### src/hdl/skl_pkg.sv
// Package with the shared types and constants of the sequential key list.
package skl_pkg;

  localparam int unsigned Depth   = 64;
  localparam int unsigned KeyW    = 32;
  localparam int unsigned OpW     = 2;
  localparam int unsigned StatusW = 3;
  localparam int unsigned PosW    = 6;
  localparam int unsigned FillW   = 7;
  localparam int unsigned CapW    = 7;

  localparam logic [CapW-1:0] CapReset = 7'd64;

  typedef enum logic [OpW-1:0] {
    OpSearch = 2'd0,
    OpInsert = 2'd1,
    OpDelete = 2'd2
  } skl_op_e;

  typedef enum logic [StatusW-1:0] {
    StFound     = 3'd0,
    StNotFound  = 3'd1,
    StInserted  = 3'd2,
    StDuplicate = 3'd3,
    StFull      = 3'd4,
    StRemoved   = 3'd5
  } skl_status_e;

  typedef enum logic [1:0] {
    SIdle,
    SScan,
    SShift,
    SDone
  } skl_state_e;

  typedef struct packed {
    skl_status_e       status;
    logic [PosW-1:0]   position;
    logic [FillW-1:0]  fill;
  } skl_rsp_t;

endpackage

### src/hdl/skl_if.sv
// Channel interfaces of the sequential key list: request, response and configuration.
interface skl_req_if;
  logic                            valid;
  logic                            ready;
  logic [skl_pkg::OpW-1:0]         op;
  logic signed [skl_pkg::KeyW-1:0] key;

  modport source (output valid, output op, output key, input ready);
  modport sink (input valid, input op, input key, output ready);
endinterface

interface skl_rsp_if;
  logic                         valid;
  logic                         ready;
  logic [skl_pkg::StatusW-1:0]  status;
  logic [skl_pkg::PosW-1:0]     position;
  logic [skl_pkg::FillW-1:0]    fill;

  modport source (output valid, output status, output position, output fill, input ready);
  modport sink (input valid, input status, input position, input fill, output ready);
endinterface

interface skl_cfg_if;
  logic                       valid;
  logic                       ready;
  logic [skl_pkg::CapW-1:0]   capacity;

  modport source (output valid, output capacity, input ready);
  modport sink (input valid, input capacity, output ready);
endinterface

### src/hdl/sequential_key_list.sv
// Top level of the sequential key list: capacity register, sequencer and result register.
//
// The block keeps a compact table of distinct signed 32-bit keys with a fill count.
// Requests arrive on req_i (op and key); each one yields exactly one item on rsp_o
// carrying status, position and the fill count after the request.
// The capacity register is written through cfg_i, which is always ready; it should
// only be written while no request is in work.
// Each request scans the table through the single read port of the key memory and its
// one compare: a search or an insert stops at a matching key; a miss scans all entries
// and an insert of a new key then appends it; an insert into a full table skips the
// scan; a delete of a found key then moves each later entry down by one.
// The sequencer takes one request at a time and drops req_i.ready until its result
// has moved into the output register; a new request waits until the last is done.
// A result may wait in that register while the next request is already being searched.
// When the receiver stalls, rsp_o holds its item and the sequencer stops at the
// end of its next request until the register frees up.
// Reset clears the fill count to zero and sets the capacity to 64; key storage is
// not cleared, since entries at or above the fill count are never used.
module sequential_key_list #(
  parameter int unsigned DEPTH = skl_pkg::Depth
) (
  input  logic       clk_i,
  input  logic       rst_ni,
  skl_cfg_if.sink    cfg_i,
  skl_req_if.sink    req_i,
  skl_rsp_if.source  rsp_o
);

  logic [skl_pkg::CapW-1:0] capacity_q;
  logic                     rsp_vld_q;
  skl_pkg::skl_rsp_t        rsp_q;
  logic                     res_vld;
  skl_pkg::skl_rsp_t        res;
  logic                     res_rdy;

  assign cfg_i.ready = 1'b1;

  always_ff @(posedge clk_i or negedge rst_ni) begin
    if (!rst_ni) begin
      capacity_q <= skl_pkg::CapReset;
    end else if (cfg_i.valid) begin
      capacity_q <= cfg_i.capacity;
    end
  end

  skl_ctrl #(
    .DEPTH(DEPTH)
  ) u_ctrl (
    .clk_i     (clk_i),
    .rst_ni    (rst_ni),
    .req       (req_i),
    .capacity_i(capacity_q),
    .res_vld_o (res_vld),
    .res_o     (res),
    .res_rdy_i (res_rdy)
  );

  assign res_rdy = !rsp_vld_q || rsp_o.ready;

  always_ff @(posedge clk_i or negedge rst_ni) begin
    if (!rst_ni) begin
      rsp_vld_q <= 1'b0;
    end else if (res_rdy) begin
      rsp_vld_q <= res_vld;
    end
  end

  always_ff @(posedge clk_i) begin
    if (res_rdy && res_vld) begin
      rsp_q <= res;
    end
  end

  assign rsp_o.valid    = rsp_vld_q;
  assign rsp_o.status   = rsp_q.status;
  assign rsp_o.position = rsp_q.position;
  assign rsp_o.fill     = rsp_q.fill;

endmodule

### src/hdl/skl_mem.sv
// Key storage: one write port and one read port with registered read data.
module skl_mem #(
  parameter int unsigned DEPTH = skl_pkg::Depth,
  parameter int unsigned WIDTH = skl_pkg::KeyW,
  localparam int unsigned AW = $clog2(DEPTH)
) (
  input  logic             clk_i,
  input  logic             we_i,
  input  logic [AW-1:0]    waddr_i,
  input  logic [WIDTH-1:0] wdata_i,
  input  logic [AW-1:0]    raddr_i,
  output logic [WIDTH-1:0] rdata_o
);

  logic [WIDTH-1:0] ram_q [DEPTH];
  logic [WIDTH-1:0] rdata_q;

  always_ff @(posedge clk_i) begin
    if (we_i) begin
      ram_q[waddr_i] <= wdata_i;
    end
    rdata_q <= ram_q[raddr_i];
  end

  assign rdata_o = rdata_q;

endmodule

### src/hdl/skl_ctrl.sv
// Sequencer that scans, appends and compacts the key table with one shared compare.
module skl_ctrl #(
  parameter int unsigned DEPTH = skl_pkg::Depth,
  localparam int unsigned AW = $clog2(DEPTH),
  localparam int unsigned CW = $clog2(DEPTH + 1)
) (
  input  logic                      clk_i,
  input  logic                      rst_ni,
  skl_req_if.sink                   req,
  input  logic [skl_pkg::CapW-1:0]  capacity_i,
  output logic                      res_vld_o,
  output skl_pkg::skl_rsp_t         res_o,
  input  logic                      res_rdy_i
);

  localparam int unsigned KW   = skl_pkg::KeyW;
  localparam int unsigned PW   = skl_pkg::PosW;
  localparam int unsigned FW   = skl_pkg::FillW;
  localparam int unsigned CmpW = (CW > skl_pkg::CapW) ? CW : skl_pkg::CapW;

  skl_pkg::skl_state_e state_q, state_d;
  skl_pkg::skl_op_e    op_q, op_d;
  logic [KW-1:0]       key_q, key_d;
  logic [CW-1:0]       idx_q, idx_d;
  logic                cmp_vld_q, cmp_vld_d;
  logic [AW-1:0]       cmp_idx_q, cmp_idx_d;
  logic [AW-1:0]       where_q, where_d;
  logic [CW-1:0]       count_q, count_d;
  skl_pkg::skl_rsp_t   res_q, res_d;

  logic          mem_we;
  logic [AW-1:0] mem_waddr;
  logic [KW-1:0] mem_wdata;
  logic [AW-1:0] mem_raddr;
  logic [KW-1:0] mem_rdata;
  logic          hit;
  logic          full;

  skl_mem #(
    .DEPTH(DEPTH),
    .WIDTH(KW)
  ) u_mem (
    .clk_i  (clk_i),
    .we_i   (mem_we),
    .waddr_i(mem_waddr),
    .wdata_i(mem_wdata),
    .raddr_i(mem_raddr),
    .rdata_o(mem_rdata)
  );

  assign hit  = cmp_vld_q && (mem_rdata == key_q);
  assign full = (CmpW'(count_q) >= CmpW'(capacity_i)) || (count_q >= CW'(DEPTH));

  always_ff @(posedge clk_i or negedge rst_ni) begin
    if (!rst_ni) begin
      state_q   <= skl_pkg::SIdle;
      count_q   <= '0;
      cmp_vld_q <= 1'b0;
    end else begin
      state_q   <= state_d;
      count_q   <= count_d;
      cmp_vld_q <= cmp_vld_d;
    end
  end

  always_ff @(posedge clk_i) begin
    op_q      <= op_d;
    key_q     <= key_d;
    idx_q     <= idx_d;
    cmp_idx_q <= cmp_idx_d;
    where_q   <= where_d;
    res_q     <= res_d;
  end

  always_comb begin
    state_d   = state_q;
    op_d      = op_q;
    key_d     = key_q;
    idx_d     = idx_q;
    cmp_vld_d = cmp_vld_q;
    cmp_idx_d = cmp_idx_q;
    where_d   = where_q;
    count_d   = count_q;
    res_d     = res_q;
    mem_we    = 1'b0;
    mem_waddr = cmp_idx_q - AW'(1);
    mem_wdata = mem_rdata;
    mem_raddr = idx_q[AW-1:0];
    req.ready = 1'b0;
    res_vld_o = 1'b0;

    unique case (state_q)
      skl_pkg::SIdle: begin
        req.ready = 1'b1;
        if (req.valid) begin
          op_d      = skl_pkg::skl_op_e'(req.op);
          key_d     = req.key;
          idx_d     = '0;
          cmp_vld_d = 1'b0;
          if (skl_pkg::skl_op_e'(req.op) == skl_pkg::OpInsert && full) begin
            res_d.status   = skl_pkg::StFull;
            res_d.position = '0;
            res_d.fill     = FW'(count_q);
            state_d        = skl_pkg::SDone;
          end else begin
            state_d = skl_pkg::SScan;
          end
        end
      end

      skl_pkg::SScan: begin
        if (hit) begin
          where_d   = cmp_idx_q;
          cmp_vld_d = 1'b0;
          case (op_q)
            skl_pkg::OpInsert: begin
              res_d.status   = skl_pkg::StDuplicate;
              res_d.position = '0;
              res_d.fill     = FW'(count_q);
              state_d        = skl_pkg::SDone;
            end
            skl_pkg::OpDelete: begin
              idx_d   = CW'(cmp_idx_q) + CW'(1);
              state_d = skl_pkg::SShift;
            end
            default: begin
              res_d.status   = skl_pkg::StFound;
              res_d.position = PW'(cmp_idx_q);
              res_d.fill     = FW'(count_q);
              state_d        = skl_pkg::SDone;
            end
          endcase
        end else if (idx_q < count_q) begin
          idx_d     = idx_q + CW'(1);
          cmp_vld_d = 1'b1;
          cmp_idx_d = idx_q[AW-1:0];
        end else begin
          cmp_vld_d = 1'b0;
          state_d   = skl_pkg::SDone;
          if (op_q == skl_pkg::OpInsert) begin
            mem_we         = 1'b1;
            mem_waddr      = count_q[AW-1:0];
            mem_wdata      = key_q;
            count_d        = count_q + CW'(1);
            res_d.status   = skl_pkg::StInserted;
            res_d.position = PW'(count_q);
            res_d.fill     = FW'(count_q + CW'(1));
          end else begin
            res_d.status   = skl_pkg::StNotFound;
            res_d.position = '0;
            res_d.fill     = FW'(count_q);
          end
        end
      end

      skl_pkg::SShift: begin
        mem_we = cmp_vld_q;
        if (idx_q < count_q) begin
          idx_d     = idx_q + CW'(1);
          cmp_vld_d = 1'b1;
          cmp_idx_d = idx_q[AW-1:0];
        end else begin
          cmp_vld_d      = 1'b0;
          count_d        = count_q - CW'(1);
          res_d.status   = skl_pkg::StRemoved;
          res_d.position = PW'(where_q);
          res_d.fill     = FW'(count_q - CW'(1));
          state_d        = skl_pkg::SDone;
        end
      end

      skl_pkg::SDone: begin
        res_vld_o = 1'b1;
        if (res_rdy_i) begin
          state_d = skl_pkg::SIdle;
        end
      end

      default: begin
        state_d = skl_pkg::SIdle;
      end
    endcase
  end

  assign res_o = res_q;

  a_count_max: assert property (@(posedge clk_i) disable iff (!rst_ni)
    count_q <= CW'(DEPTH))
    else $error("key count exceeds the table depth");

  a_count_step: assert property (@(posedge clk_i) disable iff (!rst_ni)
    (count_q != $past(count_q)) |-> (state_q == skl_pkg::SDone))
    else $error("key count changed outside the end of a request");

  a_shift_addr: assert property (@(posedge clk_i) disable iff (!rst_ni)
    (state_q == skl_pkg::SShift && cmp_vld_q) |-> (cmp_idx_q != '0))
    else $error("compaction would write below entry zero");

  a_busy: assert property (@(posedge clk_i) disable iff (!rst_ni)
    (req.valid && req.ready) |=> !req.ready)
    else $error("a second item was accepted while one is in work");

endmodule
### src/flat_wrapper.sv
// flat-port wrapper written by rule: the top's interface ports become plain ports
module sequential_key_list_flat 
#(
  parameter int unsigned DEPTH = skl_pkg::Depth
)
  (clk_i, rst_ni, cfg_i_valid, cfg_i_capacity, cfg_i_ready, req_i_valid, req_i_op, req_i_key, req_i_ready, rsp_o_valid, rsp_o_status, rsp_o_position, rsp_o_fill, rsp_o_ready);
  skl_cfg_if cfg_i_i ();
  skl_req_if req_i_i ();
  skl_rsp_if rsp_o_i ();
  input  logic clk_i;
  input  logic rst_ni;
  input wire logic [$bits(cfg_i_i.valid)-1:0] cfg_i_valid;
  input wire logic [$bits(cfg_i_i.capacity)-1:0] cfg_i_capacity;
  output wire logic [$bits(cfg_i_i.ready)-1:0] cfg_i_ready;
  input wire logic [$bits(req_i_i.valid)-1:0] req_i_valid;
  input wire logic [$bits(req_i_i.op)-1:0] req_i_op;
  input wire logic [$bits(req_i_i.key)-1:0] req_i_key;
  output wire logic [$bits(req_i_i.ready)-1:0] req_i_ready;
  output wire logic [$bits(rsp_o_i.valid)-1:0] rsp_o_valid;
  output wire logic [$bits(rsp_o_i.status)-1:0] rsp_o_status;
  output wire logic [$bits(rsp_o_i.position)-1:0] rsp_o_position;
  output wire logic [$bits(rsp_o_i.fill)-1:0] rsp_o_fill;
  input wire logic [$bits(rsp_o_i.ready)-1:0] rsp_o_ready;
  assign cfg_i_i.valid = cfg_i_valid;
  assign cfg_i_i.capacity = cfg_i_capacity;
  assign cfg_i_ready = cfg_i_i.ready;
  assign req_i_i.valid = req_i_valid;
  assign req_i_i.op = req_i_op;
  assign req_i_i.key = req_i_key;
  assign req_i_ready = req_i_i.ready;
  assign rsp_o_valid = rsp_o_i.valid;
  assign rsp_o_status = rsp_o_i.status;
  assign rsp_o_position = rsp_o_i.position;
  assign rsp_o_fill = rsp_o_i.fill;
  assign rsp_o_i.ready = rsp_o_ready;
  sequential_key_list #(.DEPTH(DEPTH)) u_core (.clk_i(clk_i), .rst_ni(rst_ni), .cfg_i(cfg_i_i), .req_i(req_i_i), .rsp_o(rsp_o_i));
endmodule
### config.mk
export PLATFORM = sky130hd
export DESIGN_NAME = sequential_key_list_flat
export DESIGN_NICKNAME = d
export VERILOG_FILES = /design/src/hdl/skl_pkg.sv /design/src/hdl/skl_if.sv /design/src/hdl/sequential_key_list.sv /design/src/hdl/skl_mem.sv /design/src/hdl/skl_ctrl.sv /design/src/flat_wrapper.sv
export SDC_FILE = /design/constraint.sdc
export NUM_CORES = 2
export LEC_CHECK = 0
export BUFFER_PORTS_ARGS = -buffer_cell sky130_fd_sc_hd__buf_2
export CORE_AREA = 2 2 388 390
export CTS_CLUSTER_SIZE = 16
export DETAILED_ROUTE_END_ITERATION = 7
export DIE_AREA = 0 0 390 392
export PLACE_DENSITY = 0.75
export SLEW_MARGIN = 0
export SYNTH_ARGS = -nofsm -noshare
export SYNTH_HDL_FRONTEND = slang
export SYNTH_HIERARCHICAL = 1
export SYNTH_SLANG_ARGS = --single-unit
### constraint.sdc
create_clock -name clk_i -period 5.78 [get_ports clk_i]
set_input_delay 0.578 -clock clk_i [delete_from_list [all_inputs] [get_ports clk_i]]
set_output_delay 0.578 -clock clk_i [all_outputs]
set_load 0.02 [all_outputs]
==> impl_metrics.prom <==
# TYPE chip_impl_metric gauge
chip_impl_metric{name="max-clock-path-buffers",unit=""} 3
chip_impl_metric{name="synth-seq-cells",unit=""} 2183
chip_impl_info{name="clock_tree_from_tritoncts",value="built"} 1
chip_impl_info{name="start_kind",value="flip-flop"} 1
chip_impl_metric{name="layout_setup_ws",unit="ps"} 406
chip_impl_metric{name="portBuffers",unit=""} 63
chip_impl_metric{name="pin_slew_with_the_least_headroom_to_its_limit",unit="ps"} 1340
chip_impl_info{name="r2r_start",value="u_core/u_ctrl/key_q[27]"} 1
chip_impl_metric{name="syn_inst",unit=""} 3798
chip_impl_metric{name="wl_per_cell",unit="um"} 33.5
chip_impl_metric{name="grt_first_pass_wirelength",unit="mm"} 297
chip_impl_metric{name="grt_antenna_before_repair",unit=""} 4
chip_impl_metric{name="detailroute.wirelength.met2",unit="mm"} 98.8
chip_impl_info{name="hp-class",value="input port to flip-flop"} 1
chip_impl_metric{name="die_h",unit="um"} 392
chip_impl_metric{name="period_minus_slack",unit="ps"} 5370
chip_impl_metric{name="die_area",unit="um2"} 153000
chip_impl_metric{name="grt_overflow",unit=""} 0
chip_impl_metric{name="cts.sink_count",unit=""} 2183
chip_impl_info{name="grt_setup_unrepaired",value="no"} 1
chip_impl_metric{name="cp_data_required_time",unit="ps"} 6310
chip_impl_metric{name="holdPathStages",unit=""} 3
chip_impl_metric{name="h_tree_depth",unit=""} 4
chip_impl_metric{name="pin_count_of_the_biggest_net_entering_global_routing",unit=""} 115
chip_impl_metric{name="peakVddDrop",unit="uV"} 454
chip_impl_metric{name="synth-warning-count",unit=""} 6
chip_impl_metric{name="drt-met1-wl",unit="mm"} 76.6
chip_impl_metric{name="post-cts-setup-buffer-count",unit=""} 0
chip_impl_metric{name="die_w",unit="um"} 390
chip_impl_info{name="mostFrequentLayoutCell",value="edfxtp_1"} 1
chip_impl_metric{name="max_slew_margin",unit=""} 0.110
chip_impl_metric{name="io-pin-count",unit=""} 65
chip_impl_metric{name="power.leakage",unit="nW"} 29.4
chip_impl_metric{name="first_iter_violations",unit=""} 6019
chip_impl_metric{name="final-setup-viol-count",unit=""} 0
chip_impl_info{name="startpoint_to_endpoint_class_of_the_critical_path",value="flip-flop to flip-flop"} 1
chip_impl_metric{name="max_clock_freq",unit="MHz"} 186
chip_impl_metric{name="route.detailed.vias_per_inst",unit=""} 6.80
chip_impl_metric{name="drive_above_1_share",unit=""} 0.282
chip_impl_metric{name="crit_path_max_fanout",unit=""} 21
chip_impl_metric{name="vias",unit=""} 41900
chip_impl_metric{name="power.density",unit="nW/um2"} 504
chip_impl_metric{name="cap_viol_max_count",unit=""} 0
chip_impl_metric{name="syn_area",unit="um2"} 84200
chip_impl_info{name="rr_endpoint",value="u_core/u_ctrl/u_mem/ram_q[0][4]"} 1
chip_impl_metric{name="synth_enable_flop_cells",unit=""} 2133
chip_impl_metric{name="remaining_drc_errors",unit=""} 0
chip_impl_metric{name="area_delta_synth_final",unit="%"} 13.1
chip_impl_info{name="timing.critical_path.slowest_stage_cell",value="or4b_4"} 1
chip_impl_metric{name="tritoncts.num_buffers",unit=""} 201
chip_impl_metric{name="setup.reg_to_reg.worst_slack",unit="ps"} 410
chip_impl_metric{name="ant_nets",unit=""} 0
chip_impl_metric{name="syn-mean-instance-area",unit="um2"} 22.2
chip_impl_info{name="layout_common_cells",value="edfxtp_1 (2133), mux4_2 (544), clkbuf_16 (201), buf_4 (119), nor2_1 (103)"} 1
chip_impl_metric{name="pre_cts_slack",unit="ps"} 611
chip_impl_metric{name="slew_viol_final",unit=""} 0
chip_impl_metric{name="dr.pass1.iters",unit=""} 5
chip_impl_metric{name="initial_core_util",unit=""} 0.566
chip_impl_metric{name="finalCritPeriodShare",unit=""} 0.930
chip_impl_metric{name="dp.cells",unit=""} 5761
chip_impl_metric{name="fin_util",unit=""} 0.640
chip_impl_metric{name="track_usage",unit=""} 0.274
chip_impl_metric{name="synth_nets",unit=""} 3869
chip_impl_metric{name="clk_transition_reported_paths",unit="ps"} 60
chip_impl_info{name="top_layer",value="met5"} 1
chip_impl_metric{name="critical_path_arrival",unit="ps"} 5900
chip_impl_info{name="whs_endpoint",value="u_core/rsp_o.valid"} 1
chip_impl_metric{name="hold_fails_final_rpt",unit=""} 0
chip_impl_metric{name="antenna_cells_inserted",unit=""} 0
chip_impl_metric{name="ys_async_sr_fraction",unit=""} 0.00825
chip_impl_metric{name="fin_skew",unit="ps"} 36.0
chip_impl_metric{name="synth_cell_type_count",unit=""} 75
chip_impl_metric{name="max_stage_delay",unit="ps"} 760
chip_impl_info{name="top_reg_cell_synth",value="edfxtp_1"} 1
chip_impl_info{name="cts-root-buf",value="clkbuf_16"} 1
chip_impl_info{name="worstPathCellList",value="xor2_1, nor4_1, nand4_1, or4b_4, nand3_2, a21oi_1, nor2b_1, nand2_1, nor2_4, buf_4"} 1
chip_impl_metric{name="synth-seq-area-share",unit=""} 0.773
chip_impl_metric{name="floorplan.rows",unit=""} 142
chip_impl_metric{name="vias_in_the_first_global_route",unit=""} 41924
chip_impl_info{name="outcome",value="finished, final reports clean"} 1
chip_impl_info{name="crit_path_end_kind",value="flip-flop"} 1
chip_impl_metric{name="drt-total-wl",unit="mm"} 207
chip_impl_metric{name="wl_met3",unit="mm"} 23.1
chip_impl_metric{name="coreArea",unit="um2"} 149000
chip_impl_info{name="min_from",value="rsp_o_ready"} 1
chip_impl_metric{name="finalSetupTns",unit="ps"} 0
chip_impl_metric{name="hpwlAfterDp",unit="mm"} 114
chip_impl_metric{name="nNetsFinal",unit=""} 4128
chip_impl_metric{name="worstSkewPairLatency",unit="ps"} 850
chip_impl_metric{name="fillerInstances",unit=""} 9393
chip_impl_metric{name="final_cell_count_no_fill",unit=""} 6166
chip_impl_metric{name="r2r.worst_path.cells",unit=""} 10
chip_impl_metric{name="gp_congestion",unit=""} 0.892
chip_impl_metric{name="worst_hold_slack",unit="ps"} 50.3
==> worst max-delay path: cells and delay by family, from the launching register on <==
kind / cells / cell delay (ps)
buffers and inverters: 1 / 310
AND/OR/NAND/NOR: 7 / 3860
flip-flops: 1 / 400
XOR/XNOR: 1 / 180
AO/OA/AOI/OAI: 1 / 280
==> synth_stat cells (3+ instances only) <==
master	count	share of area
buf_4	29	0.0026
dfrtp_1	17	0.0051
nor4_1	3	0.00022
clkbuf_1	85	0.0038
or2_2	3	0.00022
dfxtp_1	32	0.0076
edfxtp_1	2133	0.76
a22oi_1	12	0.0011
o221ai_1	27	0.0028
nand3_1	26	0.0015
mux2_2	32	0.0043
nor2b_1	22	0.0016
o21ai_0	8	0.00048
o22a_1	6	0.00062
nor3_1	15	0.00089
o32ai_1	4	0.00042
o22ai_1	86	0.0064
buf_1	23	0.0010
buf_6	7	0.00094
xnor2_1	32	0.0033
o311ai_0	7	0.00073
nand2_1	53	0.0024
mux2i_1	95	0.011
a311oi_1	8	0.00083
a21oi_1	80	0.0048
mux2_4	7	0.0012
ha_1	25	0.0037
xor2_1	22	0.0023
inv_1	20	0.00089
clkinv_1	3	0.00013
a41o_1	4	0.00048
or3b_2	3	0.00031
nand3b_1	5	0.00045
and3_1	9	0.00067
a31oi_1	4	0.00030
o211ai_1	5	0.00045
nand4_1	14	0.0010
buf_2	58	0.0034
mux4_2	544	0.15
nand2b_1	12	0.00089
nor2_1	166	0.0074
and2_1	5	0.00037
or3_1	7	0.00052
==> metal layers <==
layer | track usage | vias up
met2 | 0.428 | 2803
li1 | - | 16531
met5 | 0 | -
met1 | 0.379 | 22160
met3 | 0.0664 | 404
met4 | 0.103 | 2
==> power breakdown <==
group          switching (mW)  internal [mW]  total (mW)
clock                    5.82           7.62        13.4
sequential              0.315           20.7        21.0
combinational            8.99           4.52        13.5
total                    15.1           32.9        48.0
==> kinds of logic after synthesis <==
| logic type | after synthesis | synth area share |
|---|---|---|
| adder cells (fa/ha/maj) | 25 | 0.00371 |
| buffers and inverters | 225 | 0.0128 |
| multiplexers | 678 | 0.162 |
| flip-flops | 2183 | 0.773 |
| AO/OA/AOI/OAI | 274 | 0.0219 |
| other | 1 | 0.0000445 |
| XOR/XNOR | 54 | 0.00562 |
| AND/OR/NAND/NOR | 358 | 0.0201 |
==> worst max-delay path by stage <==
stage	startpoint	to	slack, ps
floorplan	u_core/u_ctrl/key_q[29]	u_core/u_ctrl/u_mem/ram_q[49][0]	110
global placement	u_core/u_ctrl/key_q[27]	u_core/u_ctrl/u_mem/ram_q[0][4]	680
detailed placement	u_core/u_ctrl/key_q[27]	u_core/u_ctrl/u_mem/ram_q[0][17]	610
CTS	u_core/u_ctrl/key_q[27]	u_core/u_ctrl/u_mem/ram_q[0][4]	560
global route	u_core/u_ctrl/key_q[27]	u_core/u_ctrl/u_mem/ram_q[0][4]	250
finish	u_core/u_ctrl/key_q[27]	u_core/u_ctrl/u_mem/ram_q[0][4]	410
==> cell type report <==
type,count,area [um2],area share
sequential,2183,65100,0.684
multi-input combinational,1390,18500,0.194
clock buffer,234,5170,0.0543
tap,1944,2430,0.0255
timing repair buffer,258,2360,0.0248
clock inverter,134,1520,0.0160
inverter,23,86.3,0.000907
==> state kept, by name, summed over array words and instances (netlist names), 2 cells and up <==
name                         flops
u_core/u_ctrl/count_q            7
u_core/capacity_q                7
u_core/u_ctrl/where_q            6
u_core/rsp_o.position            6
u_core/u_ctrl/u_mem/ram_q     2048
u_core/u_ctrl/op_q               2
u_core/u_ctrl/cmp_idx_q          6
u_core/rsp_o.status              3
u_core/u_ctrl/u_mem/rdata_o     32
u_core/u_ctrl/state_q            2
u_core/u_ctrl/res_o             16
u_core/rsp_o.fill                7
u_core/u_ctrl/idx_q              7
u_core/u_ctrl/key_q             32
==> stage by stage <==
step | instance area, um2 | total power [mW]
floorplan | 84200 | 29.7
global route | 95200 | 49.5
global placement | 88100 | 34.4
CTS | 95200 | 48.1
finish | 95200 | 48.0
detailed placement | 88100 | 34.7
==> what timing repair did <==
item,CTS,global route
hold endpoints to repair,54,0
hold buffers,37,0
resized for setup,0,0
setup endpoints to repair,0,0
Power figures use the tool's default switching activity.
